`src/rtl/core/ddalr_pkg.sv`:
```
// ----------------------------------------------------------------------------
// ddalr_pkg
// Types, constants and the control store of the DDA line rasterizer.
// ----------------------------------------------------------------------------
`default_nettype none

package ddalr_pkg;

  // Octant output width.
  localparam int OCT_BITS = 3;

  // Step counter width of the sequencer.
  localparam int STEP_BITS = 3;

  typedef logic [STEP_BITS-1:0] step_t;
  typedef logic [OCT_BITS-1:0]  oct_t;

  // Jump conditions. A true condition loads the target, otherwise the step
  // counter advances by one.
  typedef enum logic [2:0] {
    COND_NEVER,
    COND_ALWAYS,
    COND_NO_INPUT,
    COND_SKIP_DIV,
    COND_DIV_BUSY,
    COND_PIX_LEFT
  } cond_t;

  // Named program steps.
  localparam step_t STEP_FETCH    = 3'd0;
  localparam step_t STEP_CLASSIFY = 3'd1;
  localparam step_t STEP_PREP     = 3'd2;
  localparam step_t STEP_DIVIDE   = 3'd3;
  localparam step_t STEP_EMIT     = 3'd4;
  localparam step_t STEP_RETURN   = 3'd5;

  // Octant codes, counter-clockwise from shallow positive x.
  localparam oct_t OCT_E_SHALLOW = 3'd0;
  localparam oct_t OCT_E_STEEP   = 3'd1;
  localparam oct_t OCT_W_STEEP   = 3'd2;
  localparam oct_t OCT_W_SHALLOW = 3'd3;
  localparam oct_t OCT_SW_SHALL  = 3'd4;
  localparam oct_t OCT_SW_STEEP  = 3'd5;
  localparam oct_t OCT_SE_STEEP  = 3'd6;
  localparam oct_t OCT_SE_SHALL  = 3'd7;

  // One control word.
  typedef struct packed {
    logic  accept;    // input channel ready, endpoints load on a beat
    logic  classify;  // deltas, octant, major and minor travel
    logic  prep;      // accumulator, position, counters, divider setup
    logic  div_step;  // one quotient bit of the slope
    logic  emit;      // one pixel into the output register
    cond_t cond;
    step_t target;
  } ucode_t;

  // Datapath status seen by the jump logic.
  typedef struct packed {
    logic skip_div;   // equal travels: slope is fixed without dividing
    logic div_busy;   // more quotient bits to come after this step
    logic pix_done;   // the final pixel is loaded this cycle
  } status_t;

  // Control store.
  function automatic ucode_t ucode_rom(step_t s);
    ucode_t w;
    w = '{accept: 1'b0, classify: 1'b0, prep: 1'b0, div_step: 1'b0,
          emit: 1'b0, cond: COND_NEVER, target: STEP_FETCH};
    case (s)
      STEP_FETCH: begin
        w.accept = 1'b1;
        w.cond   = COND_NO_INPUT;
        w.target = STEP_FETCH;
      end
      STEP_CLASSIFY: begin
        w.classify = 1'b1;
      end
      STEP_PREP: begin
        w.prep   = 1'b1;
        w.cond   = COND_SKIP_DIV;
        w.target = STEP_EMIT;
      end
      STEP_DIVIDE: begin
        w.div_step = 1'b1;
        w.cond     = COND_DIV_BUSY;
        w.target   = STEP_DIVIDE;
      end
      STEP_EMIT: begin
        w.emit   = 1'b1;
        w.cond   = COND_PIX_LEFT;
        w.target = STEP_EMIT;
      end
      STEP_RETURN: begin
        w.cond   = COND_ALWAYS;
        w.target = STEP_FETCH;
      end
      default: begin
        w.cond   = COND_ALWAYS;
        w.target = STEP_FETCH;
      end
    endcase
    return w;
  endfunction

endpackage

`default_nettype wire

```
`src/rtl/core/ddalr_line_if.sv`:
```
// ----------------------------------------------------------------------------
// ddalr_line_if / ddalr_pixel_if
// Valid/ready channels for line endpoints in and rasterized pixels out.
// ----------------------------------------------------------------------------
`default_nettype none

interface ddalr_line_if #(parameter int COORD_BITS = 6);
  logic                         valid;
  logic                         ready;
  logic signed [COORD_BITS-1:0] start_x;
  logic signed [COORD_BITS-1:0] start_y;
  logic signed [COORD_BITS-1:0] end_x;
  logic signed [COORD_BITS-1:0] end_y;

  modport source (output valid, start_x, start_y, end_x, end_y, input ready);
  modport sink   (input valid, start_x, start_y, end_x, end_y, output ready);
endinterface

interface ddalr_pixel_if #(parameter int COORD_BITS = 6);
  logic                           valid;
  logic                           ready;
  logic signed [COORD_BITS-1:0]   pixel_x;
  logic signed [COORD_BITS-1:0]   pixel_y;
  logic [ddalr_pkg::OCT_BITS-1:0] octant;
  logic                           last_pixel;

  modport source (output valid, pixel_x, pixel_y, octant, last_pixel, input ready);
  modport sink   (input valid, pixel_x, pixel_y, octant, last_pixel, output ready);
endinterface

`default_nettype wire

```
`src/rtl/core/ddalr_dp.sv`:
```
// ----------------------------------------------------------------------------
// ddalr_dp
// Rasterizer datapath: octant classifier, bit-serial slope divider,
// fixed-point minor-axis accumulator and the output pixel register.
// ----------------------------------------------------------------------------
`default_nettype none

module ddalr_dp #(
  parameter int COORD_BITS = 6,
  parameter int FRAC_BITS  = 16
) (
  input  wire                            clk,
  input  wire                            rst,
  input  wire ddalr_pkg::ucode_t         ctrl,
  output ddalr_pkg::status_t             status,
  input  wire                            in_valid,
  input  wire signed [COORD_BITS-1:0]    start_x,
  input  wire signed [COORD_BITS-1:0]    start_y,
  input  wire signed [COORD_BITS-1:0]    end_x,
  input  wire signed [COORD_BITS-1:0]    end_y,
  output logic                           out_valid,
  input  wire                            out_ready,
  output logic signed [COORD_BITS-1:0]   pixel_x,
  output logic signed [COORD_BITS-1:0]   pixel_y,
  output logic [ddalr_pkg::OCT_BITS-1:0] octant,
  output logic                           last_pixel
);

  localparam int AW  = COORD_BITS + FRAC_BITS;
  localparam int DCW = $clog2(FRAC_BITS);
  localparam logic [DCW-1:0] DIV_LAST = DCW'(FRAC_BITS - 1);
  localparam logic [AW-1:0]  HALF     = AW'(1) << (FRAC_BITS - 1);

  // Latched endpoints.
  logic signed [COORD_BITS-1:0] sx, sy, ex, ey;

  // Line set-up.
  logic                  steep;
  logic                  maj_neg;
  logic                  min_neg;
  logic [COORD_BITS-1:0] major;
  logic [COORD_BITS-1:0] minor;
  logic [COORD_BITS-1:0] maj_start;
  logic [COORD_BITS-1:0] min_start;
  ddalr_pkg::oct_t       line_oct;

  // Walk state.
  logic [COORD_BITS-1:0] majpos;
  logic [COORD_BITS-1:0] count;
  logic [AW-1:0]         acc;
  logic [FRAC_BITS-1:0]  slope;
  logic [COORD_BITS-1:0] rem;
  logic [DCW-1:0]        divcnt;

  // Classifier signals.
  logic [COORD_BITS:0]   dx, dy, ndx, ndy;
  logic [COORD_BITS-1:0] ax, ay;
  logic                  x_major;
  ddalr_pkg::oct_t       zone;

  // Divider and emit signals.
  logic [COORD_BITS:0]   rem2;
  logic                  q_bit;
  logic [AW-1:0]         rnd_sum;
  logic [COORD_BITS-1:0] rnd;
  logic                  slot_free;
  logic                  emit_fire;
  logic [AW-1:0]         slope_ext;

  // Deltas, magnitudes and octant of the latched line.
  always_comb begin
    dx      = {ex[COORD_BITS-1], ex} - {sx[COORD_BITS-1], sx};
    dy      = {ey[COORD_BITS-1], ey} - {sy[COORD_BITS-1], sy};
    ndx     = -dx;
    ndy     = -dy;
    ax      = dx[COORD_BITS] ? ndx[COORD_BITS-1:0] : dx[COORD_BITS-1:0];
    ay      = dy[COORD_BITS] ? ndy[COORD_BITS-1:0] : dy[COORD_BITS-1:0];
    x_major = ax > ay;
    case ({dx[COORD_BITS], dy[COORD_BITS]})
      2'b00:   zone = x_major ? ddalr_pkg::OCT_E_SHALLOW : ddalr_pkg::OCT_E_STEEP;
      2'b10:   zone = x_major ? ddalr_pkg::OCT_W_SHALLOW : ddalr_pkg::OCT_W_STEEP;
      2'b11:   zone = x_major ? ddalr_pkg::OCT_SW_SHALL  : ddalr_pkg::OCT_SW_STEEP;
      default: zone = x_major ? ddalr_pkg::OCT_SE_SHALL  : ddalr_pkg::OCT_SE_STEEP;
    endcase
  end

  // Restoring divider step: one quotient bit of minor / major.
  always_comb begin
    rem2  = {rem, 1'b0};
    q_bit = rem2 >= {1'b0, major};
  end

  // Round half up of the accumulator and the output slot handshake.
  always_comb begin
    rnd_sum   = acc + HALF;
    rnd       = rnd_sum[AW-1:FRAC_BITS];
    slot_free = !out_valid || out_ready;
    emit_fire = ctrl.emit && slot_free;
    slope_ext = {{COORD_BITS{1'b0}}, slope};
  end

  // Status for the jump logic.
  always_comb begin
    status.skip_div = (major == minor);
    status.div_busy = (divcnt != DIV_LAST);
    status.pix_done = slot_free && (count == '0);
  end

  // Endpoint capture on an input beat.
  always_ff @(posedge clk) begin
    if (ctrl.accept && in_valid) begin
      sx <= start_x;
      sy <= start_y;
      ex <= end_x;
      ey <= end_y;
    end
  end

  // Set-up, division and walk registers.
  always_ff @(posedge clk) begin
    if (ctrl.classify) begin
      steep     <= !x_major;
      line_oct  <= zone;
      maj_neg   <= x_major ? dx[COORD_BITS] : dy[COORD_BITS];
      min_neg   <= x_major ? dy[COORD_BITS] : dx[COORD_BITS];
      major     <= x_major ? ax : ay;
      minor     <= x_major ? ay : ax;
      maj_start <= x_major ? sx : sy;
      min_start <= x_major ? sy : sx;
    end
    if (ctrl.prep) begin
      acc    <= {min_start, {FRAC_BITS{1'b0}}};
      majpos <= maj_start;
      count  <= major;
      rem    <= minor;
      divcnt <= '0;
      // Equal nonzero travels saturate the slope just below one.
      slope  <= (major == minor && major != '0) ? {FRAC_BITS{1'b1}} : '0;
    end
    if (ctrl.div_step) begin
      rem    <= q_bit ? COORD_BITS'(rem2 - {1'b0, major}) : rem2[COORD_BITS-1:0];
      slope  <= {slope[FRAC_BITS-2:0], q_bit};
      divcnt <= divcnt + DCW'(1);
    end
    if (emit_fire) begin
      pixel_x    <= steep ? rnd : majpos;
      pixel_y    <= steep ? majpos : rnd;
      octant     <= line_oct;
      last_pixel <= (count == '0);
      majpos     <= maj_neg ? majpos - COORD_BITS'(1) : majpos + COORD_BITS'(1);
      acc        <= min_neg ? acc - slope_ext : acc + slope_ext;
      count      <= count - COORD_BITS'(1);
    end
  end

  // Output register valid flag.
  always_ff @(posedge clk) begin
    if (rst) begin
      out_valid <= 1'b0;
    end else if (emit_fire) begin
      out_valid <= 1'b1;
    end else if (out_ready) begin
      out_valid <= 1'b0;
    end
  end

endmodule

`default_nettype wire

```
`src/rtl/core/ddalr_seq.sv`:
```
// ----------------------------------------------------------------------------
// ddalr_seq
// Microprogram sequencer: step counter, control store and jump logic.
// ----------------------------------------------------------------------------
`default_nettype none

module ddalr_seq (
  input  wire                    clk,
  input  wire                    rst,
  input  wire                    in_valid,
  input  wire ddalr_pkg::status_t status,
  output ddalr_pkg::ucode_t      ctrl
);

  ddalr_pkg::step_t step;
  ddalr_pkg::step_t step_next;
  logic             take;

  // Control word of the current step and the jump decision.
  always_comb begin
    ctrl = ddalr_pkg::ucode_rom(step);
    case (ctrl.cond)
      ddalr_pkg::COND_NEVER:    take = 1'b0;
      ddalr_pkg::COND_ALWAYS:   take = 1'b1;
      ddalr_pkg::COND_NO_INPUT: take = !in_valid;
      ddalr_pkg::COND_SKIP_DIV: take = status.skip_div;
      ddalr_pkg::COND_DIV_BUSY: take = status.div_busy;
      ddalr_pkg::COND_PIX_LEFT: take = !status.pix_done;
      default:                  take = 1'b1;
    endcase
    step_next = take ? ctrl.target : step + ddalr_pkg::STEP_BITS'(1);
  end

  // Step counter.
  always_ff @(posedge clk) begin
    if (rst) begin
      step <= ddalr_pkg::STEP_FETCH;
    end else begin
      step <= step_next;
    end
  end

endmodule

`default_nettype wire

```
`src/rtl/core/dda_line_rasterizer_top.sv`:
```
// Operation: after a line beat the slope divider runs one quotient bit per cycle, and is
//   skipped when both travels are equal; pixels then follow one per cycle while the
//   output accepts them. The input stays closed until the last pixel of a line is loaded.
// Reset: synchronous active-high rst returns the sequencer to its fetch step and
//   empties the output register.
// ----------------------------------------------------------------------------
// dda_line_rasterizer_top
// Eight-octant DDA line rasterizer driven by a microcoded sequencer.
// ----------------------------------------------------------------------------
`default_nettype none

module dda_line_rasterizer_top #(
  parameter int COORD_BITS = 6,
  parameter int FRAC_BITS  = 16
) (
  input  wire           clk,
  input  wire           rst,
  ddalr_line_if.sink    lines,
  ddalr_pixel_if.source pixels
);

  ddalr_pkg::ucode_t  ctrl;
  ddalr_pkg::status_t status;

  // Input channel is open only on the fetch step.
  assign lines.ready = ctrl.accept;

  ddalr_seq u_seq (
    .clk      (clk),
    .rst      (rst),
    .in_valid (lines.valid),
    .status   (status),
    .ctrl     (ctrl)
  );

  ddalr_dp #(
    .COORD_BITS (COORD_BITS),
    .FRAC_BITS  (FRAC_BITS)
  ) u_dp (
    .clk        (clk),
    .rst        (rst),
    .ctrl       (ctrl),
    .status     (status),
    .in_valid   (lines.valid),
    .start_x    (lines.start_x),
    .start_y    (lines.start_y),
    .end_x      (lines.end_x),
    .end_y      (lines.end_y),
    .out_valid  (pixels.valid),
    .out_ready  (pixels.ready),
    .pixel_x    (pixels.pixel_x),
    .pixel_y    (pixels.pixel_y),
    .octant     (pixels.octant),
    .last_pixel (pixels.last_pixel)
  );

endmodule

`default_nettype wire

```
`src/flat_wrapper.sv`:
```
// flat-port wrapper written by rule: the top's interface ports become plain ports
module dda_line_rasterizer_top_flat 
#(
  parameter int COORD_BITS = 6,
  parameter int FRAC_BITS  = 16
)
  (clk, rst, lines_valid, lines_start_x, lines_start_y, lines_end_x, lines_end_y, lines_ready, pixels_valid, pixels_pixel_x, pixels_pixel_y, pixels_octant, pixels_last_pixel, pixels_ready);
  ddalr_line_if #(.COORD_BITS(COORD_BITS)) lines_i ();
  ddalr_pixel_if #(.COORD_BITS(COORD_BITS)) pixels_i ();
  input  wire clk;
  input  wire rst;
  input wire logic [$bits(lines_i.valid)-1:0] lines_valid;
  input wire logic [$bits(lines_i.start_x)-1:0] lines_start_x;
  input wire logic [$bits(lines_i.start_y)-1:0] lines_start_y;
  input wire logic [$bits(lines_i.end_x)-1:0] lines_end_x;
  input wire logic [$bits(lines_i.end_y)-1:0] lines_end_y;
  output wire logic [$bits(lines_i.ready)-1:0] lines_ready;
  output wire logic [$bits(pixels_i.valid)-1:0] pixels_valid;
  output wire logic [$bits(pixels_i.pixel_x)-1:0] pixels_pixel_x;
  output wire logic [$bits(pixels_i.pixel_y)-1:0] pixels_pixel_y;
  output wire logic [$bits(pixels_i.octant)-1:0] pixels_octant;
  output wire logic [$bits(pixels_i.last_pixel)-1:0] pixels_last_pixel;
  input wire logic [$bits(pixels_i.ready)-1:0] pixels_ready;
  assign lines_i.valid = lines_valid;
  assign lines_i.start_x = lines_start_x;
  assign lines_i.start_y = lines_start_y;
  assign lines_i.end_x = lines_end_x;
  assign lines_i.end_y = lines_end_y;
  assign lines_ready = lines_i.ready;
  assign pixels_valid = pixels_i.valid;
  assign pixels_pixel_x = pixels_i.pixel_x;
  assign pixels_pixel_y = pixels_i.pixel_y;
  assign pixels_octant = pixels_i.octant;
  assign pixels_last_pixel = pixels_i.last_pixel;
  assign pixels_i.ready = pixels_ready;
  dda_line_rasterizer_top #(.COORD_BITS(COORD_BITS), .FRAC_BITS(FRAC_BITS)) u_core (.clk(clk), .rst(rst), .lines(lines_i), .pixels(pixels_i));
endmodule
```
`config.mk`:
```
export PLATFORM = sky130hd
export DESIGN_NAME = dda_line_rasterizer_top_flat
export DESIGN_NICKNAME = d
export VERILOG_FILES = /design/src/rtl/core/ddalr_pkg.sv /design/src/rtl/core/ddalr_line_if.sv /design/src/rtl/core/ddalr_dp.sv /design/src/rtl/core/ddalr_seq.sv /design/src/rtl/core/dda_line_rasterizer_top.sv /design/src/flat_wrapper.sv
export SDC_FILE = /design/constraint.sdc
export NUM_CORES = 1
export LEC_CHECK = 0
export BUFFER_PORTS_ARGS = -buffer_cell sky130_fd_sc_hd__buf_2
export CORE_ASPECT_RATIO = 0.7
export CORE_MARGIN = 1.5
export CORE_UTILIZATION = 67
export CTS_BUF_LIST = sky130_fd_sc_hd__clkbuf_8 sky130_fd_sc_hd__clkbuf_16
export CTS_CLUSTER_SIZE = 25
export DETAILED_ROUTE_END_ITERATION = 12
export PLACE_DENSITY = 0.85
export SETUP_SLACK_MARGIN = 0.4
export SLEW_MARGIN = 20
export SYNTH_ARGS = -nofsm -noshare
export SYNTH_HDL_FRONTEND = slang
export SYNTH_SLANG_ARGS = --single-unit
```
`constraint.sdc`:
```
create_clock -name clk -period 10.44 [get_ports clk]
set_input_delay 2.088 -clock clk [delete_from_list [all_inputs] [get_ports clk]]
set_output_delay 2.088 -clock clk [all_outputs]
set_load 0.05 [all_outputs]
```
==> results.py, run 1 <==
metrics = {
    "clock_network": {
        "clkSinkCount": 134,
        "cts_hold_repair.buffers": 0,
        "clkTransAtPathRegs_ns": 0.06,
        "cts_buffer_depth": 2,
        "ctsResizeCount": 0,
        "cts_setup_buffers": 0,
        "clk_latency_ns": 0.43,
        "htreeDepth": 4,
        "root_buffer": "clkbuf_16",
        "cts_tree": "built",
        "cts_buffers": 17,
    },
    "cells_and_area": {
        "top_regs": "u_core.u_dp.acc x22, u_core.u_dp.slope x16",
        "largest_register": "u_core.u_dp.acc",
        "finalNetCount": 937,
        "antenna_cells": 0,
        "largest_register_ffs": 22,
        "area_growth_pct": 10.74,
        "fillers": 761,
        "drive_above_1_share_pct": 13.63,
    },
    "grt": {
        "grt_pass1_vias": 5952,
        "track_usage_pct": 29.11,
        "grt_pass1_wl_mm": 29.57,
        "antenna_found_initial": 0,
        "grt_overflow": 0,
        "grt_max_degree": 53,
    },
    "run_status": {
        "status": "complete, no violations",
    },
    "routing": {
        "finalWirelength_mm": 18.25,
        "ant_nets": 0,
        "via_per_inst": 6.168,
        "vias": 6248,
        "drc_errors": 0,
        "drt_pass1_iterations": 5,
        "drt_iter0_drc": 594,
        "wl_per_cell_um": 18.02,
    },
    "sta": {
        "tightest_slew_ns": 0.8838,
        "fmax_mhz": 232.8,
        "fin_crit_sh_pct": 41.15,
        "relSlewSlack_pct": 40.95,
        "fin_tns_setup_ns": 0,
        "grt_setup_unrepaired": "no",
        "setup-violations-final": 0,
        "fin_crit_ns": 4.296,
        "clock_skew_ns": 0.007288,
        "hold_viol": 0,
        "slew_viol_final": 0,
    },
    "min_path": {
        "whs_path_depth": 0,
        "hp-class": "flip-flop to flip-flop",
    },
    "yosys": {
        "synth_edf_count": 130,
        "postSynthAreaPerCell_um2": 10.53,
        "syn_area_mm2": 0.008438,
        "ys_async_sr_fraction_pct": 0,
        "syn_nets": 899,
        "synth.distinct_cells": 73,
        "synthSimpleGateAreaFrac_pct": 12.84,
        "synth_top_family_by_area": "compound AO/OA/AOI/OAI gates",
        "synth_flop_cell": "edfxtp_1",
        "syn_inst": 801,
        "synth-compound-area-share_pct": 14.00,
        "synthXorXnorAreaFrac_pct": 7.355,
        "yosysSeqAreaShare_pct": 47.21,
        "yosys.area_share.adder_pct": 10.82,
        "yosysWarnings": 0,
        "muxShareOfSynthArea_pct": 3.692,
        "ys_seq_elements": 134,
    },
    "floorplanning": {
        "start_util_pct": 68.40,
        "die_height_um": 96.90,
        "dieArea_mm2": 0.01329,
        "coreArea_mm2": 0.01234,
        "io-pin-count": 46,
        "num_rows": 34,
        "die_x_um": 137.1,
    },
    "setup_path": {
        "path_class": "flip-flop to flip-flop",
        "cp-start-kind": "flip-flop",
        "end_kind": "flip-flop",
        "cp.required_ns": 10.62,
        "reg2regPathDepth": 16,
        "critPathMaxFanout": 42,
        "cp.arrival_ns": 4.47,
    },
    "place": {
        "portBuffers": 45,
        "hpwl_mm": 12.72,
        "place_congestion": 0.9265,
    },
    "job": {
        "maxCapViolCount": 0,
    },
}
-- cell families (layout without fill, tap and decap cells) --
family	count (synthesis)	count (layout)
flops	134	134
fa+ha+maj	70	70
mux	30	30
simple gates	229	229
xor+xnor	70	70
compound gates	182	182
buf+inv	86	136
-- stage by stage --
step	hold WS, ns	setup slack [ns]	std cells	instance area, um2	utilization, %
floorplan	0.4003	5.958	801	8438	-
global placement	0.4057	6.436	982	8772	71.11
detailed placement	0.4110	6.215	982	8772	71.11
CTS	0.4244	6.187	1013	9343	75.73
global route	0.4369	5.842	1013	9344	75.74
finish	0.4245	6.144	1013	9344	75.74
-- layer usage --
metal  up-vias  share of wire (%)  wire length, um  GRT usage (%)
met2       300                 47             8534          45.92
met5         -                  0                0              0
met3        44                7.5             1373          6.761
met1      2958                 44             8026          40.04
met4         0                1.7              319          9.231
li1       2946                  -                -              -
-- area by class of cell --
class,count,area [um2],area share (%)
multi-input combinational,581,4118,44.07
sequential,134,3984,42.64
clock buffer,17,425.4,4.553
timing repair buffer,50,262.8,2.812
inverter,55,206.4,2.209
tap,162,202.7,2.169
clock inverter,14,145.1,1.553
-- cell usage after synthesis, types with 4 or more instances --
| library cell | n | area, um2 |
|---|---|---|
| o31ai_1 | 5 | 37.54 |
| a21oi_1 | 48 | 240.2 |
| nor3_1 | 14 | 70.07 |
| o21a_1 | 5 | 37.54 |
| nor2b_1 | 9 | 56.30 |
| dfxtp_1 | 4 | 80.08 |
| inv_1 | 54 | 202.7 |
| clkbuf_1 | 20 | 75.07 |
| fa_1 | 5 | 100.1 |
| nor2_1 | 75 | 281.5 |
| nand3_1 | 12 | 60.06 |
| a21o_1 | 14 | 105.1 |
| ha_1 | 65 | 813.3 |
| buf_2 | 8 | 40.04 |
| a31oi_1 | 9 | 56.30 |
| and2_1 | 7 | 43.79 |
| a211oi_1 | 7 | 52.55 |
| nor4_1 | 4 | 25.02 |
| o21ai_1 | 10 | 50.05 |
| mux2i_1 | 21 | 210.2 |
| mux2_2 | 9 | 101.4 |
| xnor2_1 | 41 | 359.1 |
| edfxtp_1 | 130 | 3904 |
| nand2_1 | 81 | 304.0 |
| o21ai_0 | 51 | 255.2 |
| xor2_1 | 28 | 245.2 |
-- cells in the final DEF, fill, tap and decap left out, types with 3 or more instances in the layout --
master / n
a211oi_1: 7
a211oi_2: 3
a21o_1: 14
a21oi_1: 48
a311o_1: 3
a31oi_1: 9
and2_1: 6
buf_2: 45
buf_4: 5
bufinv_16: 3
clkbuf_16: 17
clkinv_2: 4
dfxtp_1: 4
edfxtp_1: 130
fa_1: 5
ha_1: 65
inv_1: 57
mux2_2: 9
mux2i_1: 21
nand2_1: 81
nand3_1: 12
nand4_1: 3
nor2_1: 74
nor2b_1: 9
nor3_1: 14
nor4_1: 4
o211ai_1: 3
o21a_1: 5
o21ai_0: 50
o21ai_1: 10
o21bai_1: 3
o31ai_1: 5
or2_2: 3
xnor2_1: 41
xor2_1: 28
-- path summary, 6_finish.rpt --
check,startpoint,to,slack (ns)
max,u_core.u_dp.sy[0],u_core.u_dp.min_start[0],6.14
min,u_core.u_dp.line_oct[0],u_core.u_dp.octant[0],0.42
max reg2reg,u_core.u_dp.sy[0],u_core.u_dp.min_start[0],6.14
min reg2reg,u_core.u_dp.line_oct[0],u_core.u_dp.octant[0],0.42
-- critical path, cell delays in order, from the launching register on --
cell      delay (ns)
edfxtp_1        0.42
ha_1            0.23
inv_1           0.09
fa_1            0.27
a21oi_1         0.09
nor2b_1         0.15
o21ai_1         0.09
a31oi_2         0.49
mux2i_1         0.37
ha_1            0.31
nor2b_1         0.14
o21ai_0         0.16
a21oi_1         0.11
o21a_1          0.19
o22ai_2         0.11
buf_4           0.43
mux2_2          0.39
Power of run 1 is not shown: default switching activity piles up to over one toggle a cycle in this logic, so the estimate is an artifact.
==> run 2, diff against run 1 <==
--- a/config.mk
+++ b/config.mk
@@ -8,11 +8,11 @@
 export BUFFER_PORTS_ARGS = -buffer_cell sky130_fd_sc_hd__buf_2
 export CORE_ASPECT_RATIO = 0.7
 export CORE_MARGIN = 1.5
-export CORE_UTILIZATION = 67
+export CORE_UTILIZATION = 62
 export CTS_BUF_LIST = sky130_fd_sc_hd__clkbuf_8 sky130_fd_sc_hd__clkbuf_16
 export CTS_CLUSTER_SIZE = 25
 export DETAILED_ROUTE_END_ITERATION = 12
-export PLACE_DENSITY = 0.85
+export PLACE_DENSITY = 0.8
 export SETUP_SLACK_MARGIN = 0.4
 export SLEW_MARGIN = 20
 export SYNTH_ARGS = -nofsm -noshare
==> constraint.sdc (replaced) <==
create_clock -name clk -period 4.5 [get_ports clk]
set_input_delay 0.9 -clock clk [delete_from_list [all_inputs] [get_ports clk]]
set_output_delay 0.9 -clock clk [all_outputs]
set_load 0.05 [all_outputs]
==> results.py, run 2 (synthesis gave the netlist of run 1 again) <==
metrics = {
    "floorplanning": {
        "die_x_um": 142.4,
        "coreArea_mm2": 0.01323,
        "num_rows": 35,
        "die_height_um": 100.6,
        "dieArea_mm2": 0.01433,
        "start_util_pct": 63.80,
        "io-pin-count": 46,
    },
    "sta": {
        "fmax_mhz": 253.8,
        "relSlewSlack_pct": 27.96,
        "grt_setup_unrepaired": "no",
        "setup-violations-final": 0,
        "fin_tns_setup_ns": 0,
        "clock_skew_ns": 0.01133,
        "fin_crit_sh_pct": 87.57,
        "fin_crit_ns": 3.940,
        "slew_viol_final": 0,
        "hold_viol": 0,
        "tightest_slew_ns": 1.081,
    },
    "setup_path": {
        "cp-start-kind": "flip-flop",
        "cp.required_ns": 4.67,
        "path_class": "flip-flop to flip-flop",
        "end_kind": "flip-flop",
        "reg2reg_to": "u_core.u_dp.min_start[0]",
        "r2r_setup_slack_ns": 0.56,
        "reg2regPathDepth": 18,
        "rr_startpoint": "u_core.u_dp.ex[0]",
        "cp.arrival_ns": 4.11,
        "critPathMaxFanout": 6,
    },
    "place": {
        "portBuffers": 45,
        "hpwl_mm": 12.79,
        "dpl-instance-area_mm2": 0.008823,
        "place_congestion": 0.8861,
    },
    "clock_network": {
        "clkSinkCount": 134,
        "clkTransAtPathRegs_ns": 0.06,
        "htreeDepth": 4,
        "cts_buffer_depth": 2,
        "cts_tree": "built",
        "clk_latency_ns": 0.42,
        "root_buffer": "clkbuf_16",
        "cts_buffers": 17,
        "cts_hold_repair.buffers": 0,
    },
    "cells_and_area": {
        "stdcell_area_mm2": 0.009464,
        "drive_above_1_share_pct": 15.21,
        "top_regs": "u_core.u_dp.acc x22, u_core.u_dp.slope x16",
        "final_cell_mix": "edfxtp_1 (130), nand2_1 (81), nor2_1 (74)",
        "largest_register_ffs": 22,
        "fillers": 927,
        "finalNetCount": 946,
        "largest_register": "u_core.u_dp.acc",
        "area_growth_pct": 12.16,
        "final_common_cell": "edfxtp_1",
        "antenna_cells": 0,
    },
    "routing": {
        "dr_wl_met3_mm": 1.109,
        "vias": 6182,
        "drc_errors": 0,
        "wl_per_cell_um": 17.20,
        "ant_nets": 0,
        "top_layer": "met4",
        "wl_met1_mm": 8.354,
        "finalWirelength_mm": 17.99,
        "via_per_inst": 5.910,
        "wl_met2_mm": 8.310,
        "drt_pass1_iterations": 7,
        "drt_iter0_drc": 529,
    },
    "min_path": {
        "hp-start": "u_core.u_dp.line_oct[1]",
        "whs_path_depth": 0,
        "hold_end": "u_core.u_dp.octant[1]",
        "hp-class": "flip-flop to flip-flop",
    },
    "grt": {
        "antenna_found_initial": 0,
        "grt_pass1_wl_mm": 28.86,
        "grt_max_degree": 39,
        "grt_overflow": 0,
        "grt_pass1_vias": 5854,
        "track_usage_pct": 26.04,
    },
    "job": {
        "maxCapViolCount": 0,
    },
    "run_status": {
        "status": "complete, no violations",
    },
}
run 2: cell count changes in the layout (fill, tap and decap cells not counted), sizes merged:
cell,change
buf,+9
bufinv,-2
clkinvlp,+3
run 2: worst max-delay path by stage:
stage	slack [ns]	from	endpoint
5_1_grt	0.37	u_core.u_dp.ex[0]	u_core.u_dp.min_start[0]
3_3_place_gp	0.80	u_core.u_dp.sy[0]	u_core.u_dp.maj_neg
4_1_cts	0.42	u_core.u_dp.ex[0]	u_core.u_dp.min_start[2]
3_5_place_dp	0.46	u_core.u_dp.ex[0]	u_core.u_dp.min_start[2]
6_report	0.56	u_core.u_dp.ex[0]	u_core.u_dp.min_start[0]
2_1_floorplan	0.87	u_core.u_seq.step[0]	u_core.u_dp.acc[0]
run 2: layout make-up:
type,instances,area [um2],share of cell area (%)
Sequential cell,134,3984,42.09
Inverter,55,206.4,2.181
Timing Repair Buffer,59,346.6,3.662
Multi-Input combinational cell,581,4139,43.73
Tap cell,185,231.5,2.446
Clock inverter,15,131.4,1.388
Clock buffer,17,425.4,4.495
run 2: critical path, stage by stage, from the launching register on:
cell and delay (ns):
edfxtp_1 0.37, inv_1 0.07, ha_1 0.15, inv_1 0.07, fa_2 0.39, a21oi_1 0.18, nor2b_1 0.08, o21ai_0 0.16
a31o_2 0.30, inv_2 0.10, a31oi_1 0.18, xnor2_1 0.21, inv_1 0.09, ha_1 0.33, o21ai_0 0.11, a21oi_1 0.09
o21a_1 0.21, o22ai_4 0.22, mux2_2 0.38
run 2: what timing repair did:
action / CTS / global route
setup endpoints to repair: 1 / 28
resized for setup: 1 / 9
pin swaps: 0 / 3
cloned: 0 / 1
buffers inserted: 0 / 5
endpoints found under the hold margin: 0 / 0
run 2: per-stage QoR:
step                hold slack, ns  utilization [%]  worst slack [ns]  cells
floorplan                   0.4003                -            0.8750    801
global placement            0.4030            66.72            0.7982   1008
detailed placement          0.4054            66.72            0.4610   1008
CTS                         0.4190            70.96            0.4219   1040
global route                0.4206            71.56            0.3667   1046
finish                      0.4173            71.56            0.5595   1046
run 2: metal layers:
| metal | up-vias | GRT usage (%) |
|---|---|---|
| li1 | 2967 | - |
| met1 | 2951 | 36.67 |
| met2 | 241 | 41.39 |
| met3 | 23 | 5.178 |
| met4 | 0 | 7.454 |
| met5 | - | 0 |
Power of run 2 is left out for the same reason.
